`src/rtl/tsm_pkg.sv`:
```
`timescale 1ns / 1ps

package tsm_pkg;

    localparam int CFG_IDX_W = 1;

    localparam logic [CFG_IDX_W-1:0] CFG_PACKET_LEN = 1'b0;
    localparam logic [CFG_IDX_W-1:0] CFG_SYNC_BYTE  = 1'b1;

    localparam logic [7:0] PACKET_LEN_RESET = 8'd188;
    localparam logic [7:0] SYNC_BYTE_RESET  = 8'h47;
    localparam logic [7:0] MIN_BLOCK        = 8'd2;

    typedef struct packed {
        logic [7:0] data_byte;
        logic       last_byte;
    } item_t;

    typedef struct packed {
        logic [7:0] packet_len;
        logic [7:0] sync_byte;
    } cfg_t;

    typedef enum logic [1:0] {
        SC_IDLE,
        SC_STEP,
        SC_EVAL,
        SC_DONE
    } scan_state_t;

    typedef enum logic [1:0] {
        MODE_CHECK  = 2'd0,
        MODE_SEARCH = 2'd1,
        MODE_CHAIN  = 2'd2
    } scan_mode_t;

endpackage

```
`src/rtl/tsm_if.sv`:
```
`timescale 1ns / 1ps

interface tsm_in_if;
    logic       valid;
    logic       ready;
    logic [7:0] data_byte;
    logic       last_byte;

    modport source (output valid, output data_byte, output last_byte, input ready);
    modport sink   (input valid, input data_byte, input last_byte, output ready);
endinterface


```
`src/rtl/tsm_queue.sv`:
```
`timescale 1ns / 1ps

module tsm_queue (
    input  logic           clk,
    input  logic           rst_n,
    tsm_in_if.sink         stream,
    output logic           q_valid,
    output tsm_pkg::item_t q_item,
    input  logic           q_pop
);
    import tsm_pkg::*;

    item_t      slot_reg [2];
    logic       wr_ptr_reg;
    logic       wr_ptr_next;
    logic       rd_ptr_reg;
    logic       rd_ptr_next;
    logic [1:0] count_reg;
    logic [1:0] count_next;
    logic       push;

    assign stream.ready = (count_reg != 2'd2);
    assign push         = stream.valid && stream.ready;
    assign q_valid      = (count_reg != 2'd0);
    assign q_item       = slot_reg[rd_ptr_reg];

    always_comb
    begin
        wr_ptr_next = push ? ~wr_ptr_reg : wr_ptr_reg;
        rd_ptr_next = q_pop ? ~rd_ptr_reg : rd_ptr_reg;
        unique case ({push, q_pop})
            2'b10:   count_next = count_reg + 2'd1;
            2'b01:   count_next = count_reg - 2'd1;
            default: count_next = count_reg;
        endcase
    end

    always_ff @(posedge clk or negedge rst_n)
    begin
        if (!rst_n)
        begin
            wr_ptr_reg <= 1'b0;
            rd_ptr_reg <= 1'b0;
            count_reg  <= 2'd0;
        end
        else
        begin
            wr_ptr_reg <= wr_ptr_next;
            rd_ptr_reg <= rd_ptr_next;
            count_reg  <= count_next;
        end
    end

    always_ff @(posedge clk)
    begin
        if (push)
        begin
            slot_reg[wr_ptr_reg] <= '{data_byte: stream.data_byte, last_byte: stream.last_byte};
        end
    end

endmodule

```
`src/flat_wrapper.sv`:
```
// flat-port wrapper written by rule: the top's interface ports become plain ports
module tsm_queue_flat import tsm_pkg::*;
  (clk, rst_n, q_valid, q_item, q_pop, stream_valid, stream_data_byte, stream_last_byte, stream_ready);
  tsm_in_if stream_i ();
  input  logic clk;
  input  logic rst_n;
  output logic q_valid;
  output tsm_pkg::item_t q_item;
  input  logic q_pop;
  input wire logic [$bits(stream_i.valid)-1:0] stream_valid;
  input wire logic [$bits(stream_i.data_byte)-1:0] stream_data_byte;
  input wire logic [$bits(stream_i.last_byte)-1:0] stream_last_byte;
  output wire logic [$bits(stream_i.ready)-1:0] stream_ready;
  assign stream_i.valid = stream_valid;
  assign stream_i.data_byte = stream_data_byte;
  assign stream_i.last_byte = stream_last_byte;
  assign stream_ready = stream_i.ready;
  tsm_queue u_core (.clk(clk), .rst_n(rst_n), .stream(stream_i), .q_valid(q_valid), .q_item(q_item), .q_pop(q_pop));
endmodule
```
`config.mk`:
```
export PLATFORM = sky130hd
export DESIGN_NAME = tsm_queue_flat
export DESIGN_NICKNAME = d
export VERILOG_FILES = /design/src/rtl/tsm_pkg.sv /design/src/rtl/tsm_if.sv /design/src/rtl/tsm_queue.sv /design/src/flat_wrapper.sv
export SDC_FILE = /design/constraint.sdc
export NUM_CORES = 1
export LEC_CHECK = 0
export ABC_AREA = 1
export BUFFER_PORTS_ARGS = -buffer_cell sky130_fd_sc_hd__buf_4
export CORE_MARGIN = 5
export CORE_UTILIZATION = 50
export CTS_BUF_LIST = sky130_fd_sc_hd__clkbuf_4
export DETAILED_ROUTE_END_ITERATION = 6
export PLACE_DENSITY_LB_ADDON = 0.05
export SYNTH_ARGS = -nofsm -noshare
export SYNTH_HDL_FRONTEND = slang
export SYNTH_SLANG_ARGS = --single-unit
```
`constraint.sdc`:
```
create_clock -name clk -period 1.8 [get_ports clk]
set_input_delay 0.09 -clock clk [delete_from_list [all_inputs] [get_ports clk]]
set_output_delay 0.09 -clock clk [all_outputs]
set_load 0.005 [all_outputs]
```
==> reports/qor.yml <==
fin_crit_sh_pct: 79.4
cts_max_level: 1
path_cells: "o21ai_0, buf_4"
cp-start-kind: "flop"
cts.sinks: 22
ir_worst_vdd_mv: 0.741
fmax_mhz: 700
ys_types: 18
ant_nets: 0
path_max_fanout: 19
syn_inst: 72
layout_common_cells: "buf_4, edfxtp_1, nand2_1"
p_per_area_mw_per_mm2: 1300
fin_nets: 124
cp.depth: 2
io_buffers: 23
rr_endpoint: "u_core.count_reg[1]"
core_area_mm2: 0.00171
die_w_um: 52.4
antenna_found_initial: 0
cts_root_buf: "clkbuf_4"
drive_above_1_share_pct: 28.4
drtIter0Drc: 6
cap_violations: 0
dp.cells: 119
r2r_start: "u_core.count_reg[0]"
grt-ovfl-total: 0
gp_congestion: 0.604
worst_path_max_delay_cell: "dfrtp_1"
grt_max_degree: 20
critPathMaxStageDelay_ps: 700
pre_cts_ws_ps: 528
syn-cell-area_um2: 897
min_to: "u_core.wr_ptr_reg"
worstPathRequired_ps: 1710
multi_input_area_um2: 185
num_vias: 577
cp_num_buf_inv: 1
ys_seq_area_share_pct: 71.4
rows: 15
final_common_cell: "buf_4"
ys_warn_count: 0
cpLargestDelayFamily: "flip-flops"
final_cell_count_no_fill: 134
ys_ff_latch: 22
cp-startpoint: "u_core.rd_ptr_reg"
drc: 0
worst_pin_slew_ps: 544
dp_hpwl_um: 999
via_per_inst: 4.31
largest_register_ffs: 18
stdcell_area_mm2: 0.00123
crit_type: "flop to primary output"
min_path_cells: 3
nFillCells: 130
tns_ps: 0
area_growth_pct: 36.7
skew_ps: 2.16
cp.arrival_ps: 1340
cts_max_path_buffers: 2
grt_pass1_wl_um: 2480
endpoint_kind: "primary output"
rrSetupSlack_ps: 520
dpl-instance-area_mm2: 0.00109
min-delay-start: "stream_valid"
die_y_um: 52.4
ios: 24
final_max_slew_viol_count: 0
reg2regPathDepth: 8
syn_area_per_cell_um2: 12.5
dr.pass1.iters: 4
hp-class: "input pin to flop"
synthesis.nets: 86
start_util_pct: 52.5
p_total_mw: 1.60
timing.hold.ws_ps: 71.9
wl_per_cell_um: 10.6
status: "finished, final reports clean"
p_leak_nw: 0.547
seq_area_um2: 641
grt_pass1_vias: 631
dieArea_mm2: 0.00274
relSlewSlack_pct: 63.7
clock_latency_ps: 290
antennaDiodeCount: 0
tritoncts: "yes"
postLayoutCoreUtil_pct: 71.8
post-route-min-period_ps: 1430
final_hold_viol_count: 0
setup_viol: 0
grt_use_total_pct: 12.4
numCtsBuffers: 3
path_clk_slew_ps: 110
drt-total-wl_um: 1420
ctsResizeCount: 0
setup_slack_ps: 371
rsz0062_at_grt: "no"
layout make-up:
class	count	area share, %
multi-input cells	34	15.1
inverters	14	4.29
clock buffers	3	1.84
flip-flops and latches	22	52.2
repair buffers	35	23.7
clock inverters	1	0.306
well taps	25	2.55
cells in the mapped netlist:
| cell | number | area (um^2) |
|---|---|---|
| buf_6 | 1 | 11.3 |
| o21ai_0 | 8 | 40.0 |
| nand4_1 | 1 | 6.26 |
| buf_4 | 1 | 7.51 |
| nor2_4 | 1 | 11.3 |
| nand2_4 | 2 | 22.5 |
| nand2_1 | 14 | 52.6 |
| inv_1 | 13 | 48.8 |
| dfrtp_1 | 4 | 100 |
| xnor2_1 | 1 | 8.76 |
| xor2_1 | 1 | 8.76 |
| o21ai_1 | 1 | 5.00 |
| ha_1 | 1 | 12.5 |
| inv_2 | 1 | 3.75 |
| nand3_1 | 1 | 5.00 |
| nor2_1 | 2 | 7.51 |
| edfxtp_1 | 18 | 541 |
| a21oi_1 | 1 | 5.00 |
worst max path at each step:
stage / slack [ps] / to
final: 370 / q_item[8]
after global routing: 180 / q_item[2]
after CTS: 340 / q_item[8]
after detailed placement: 530 / u_core.count_reg[1]
after global placement: 580 / u_core.count_reg[1]
after floorplan: 450 / u_core.slot_reg[0][0]
worst register-to-register path: stages, from the launching register on:
cell and delay [ps]:
dfrtp_1 410, inv_2 70, nand2_4 80, nand2_4 60, ha_1 300, inv_1 80, nand3_1 80, nand2_1 60
nand2_1 50
kinds of logic (layout without fill, tap and decap cells):
logic type	count (synthesis)	after routing	synth area share [%]
XOR/XNOR	2	2	1.95
buffers and inverters	16	53	7.95
AND/OR/NAND/NOR	21	21	11.7
adder cells (fa/ha/maj)	1	1	1.39
flip-flops	22	22	71.4
AO/OA/AOI/OAI	10	10	5.58
where the power goes:
part | switching, mW | leakage [nW] | internal (mW)
combinational | 0.271 | 0.317 | 0.298
sequential | 0.110 | 0.214 | 0.703
clock | 0.132 | 0.0154 | 0.0806
routing by layer:
metal | wire length [um] | global-route usage [%] | vias up
met5 | 0 | 0 | -
met4 | 0 | 5.11 | 0
met2 | 720 | 22.1 | 15
li1 | - | - | 309
met1 | 601 | 14.1 | 253
met3 | 101 | 2.85 | 0
repair_timing:
action	in CTS	in global routing
endpoints found under the hold margin	23	0
setup buffers	0	0
hold buffers	11	0
Power figures use the tool's default switching activity.
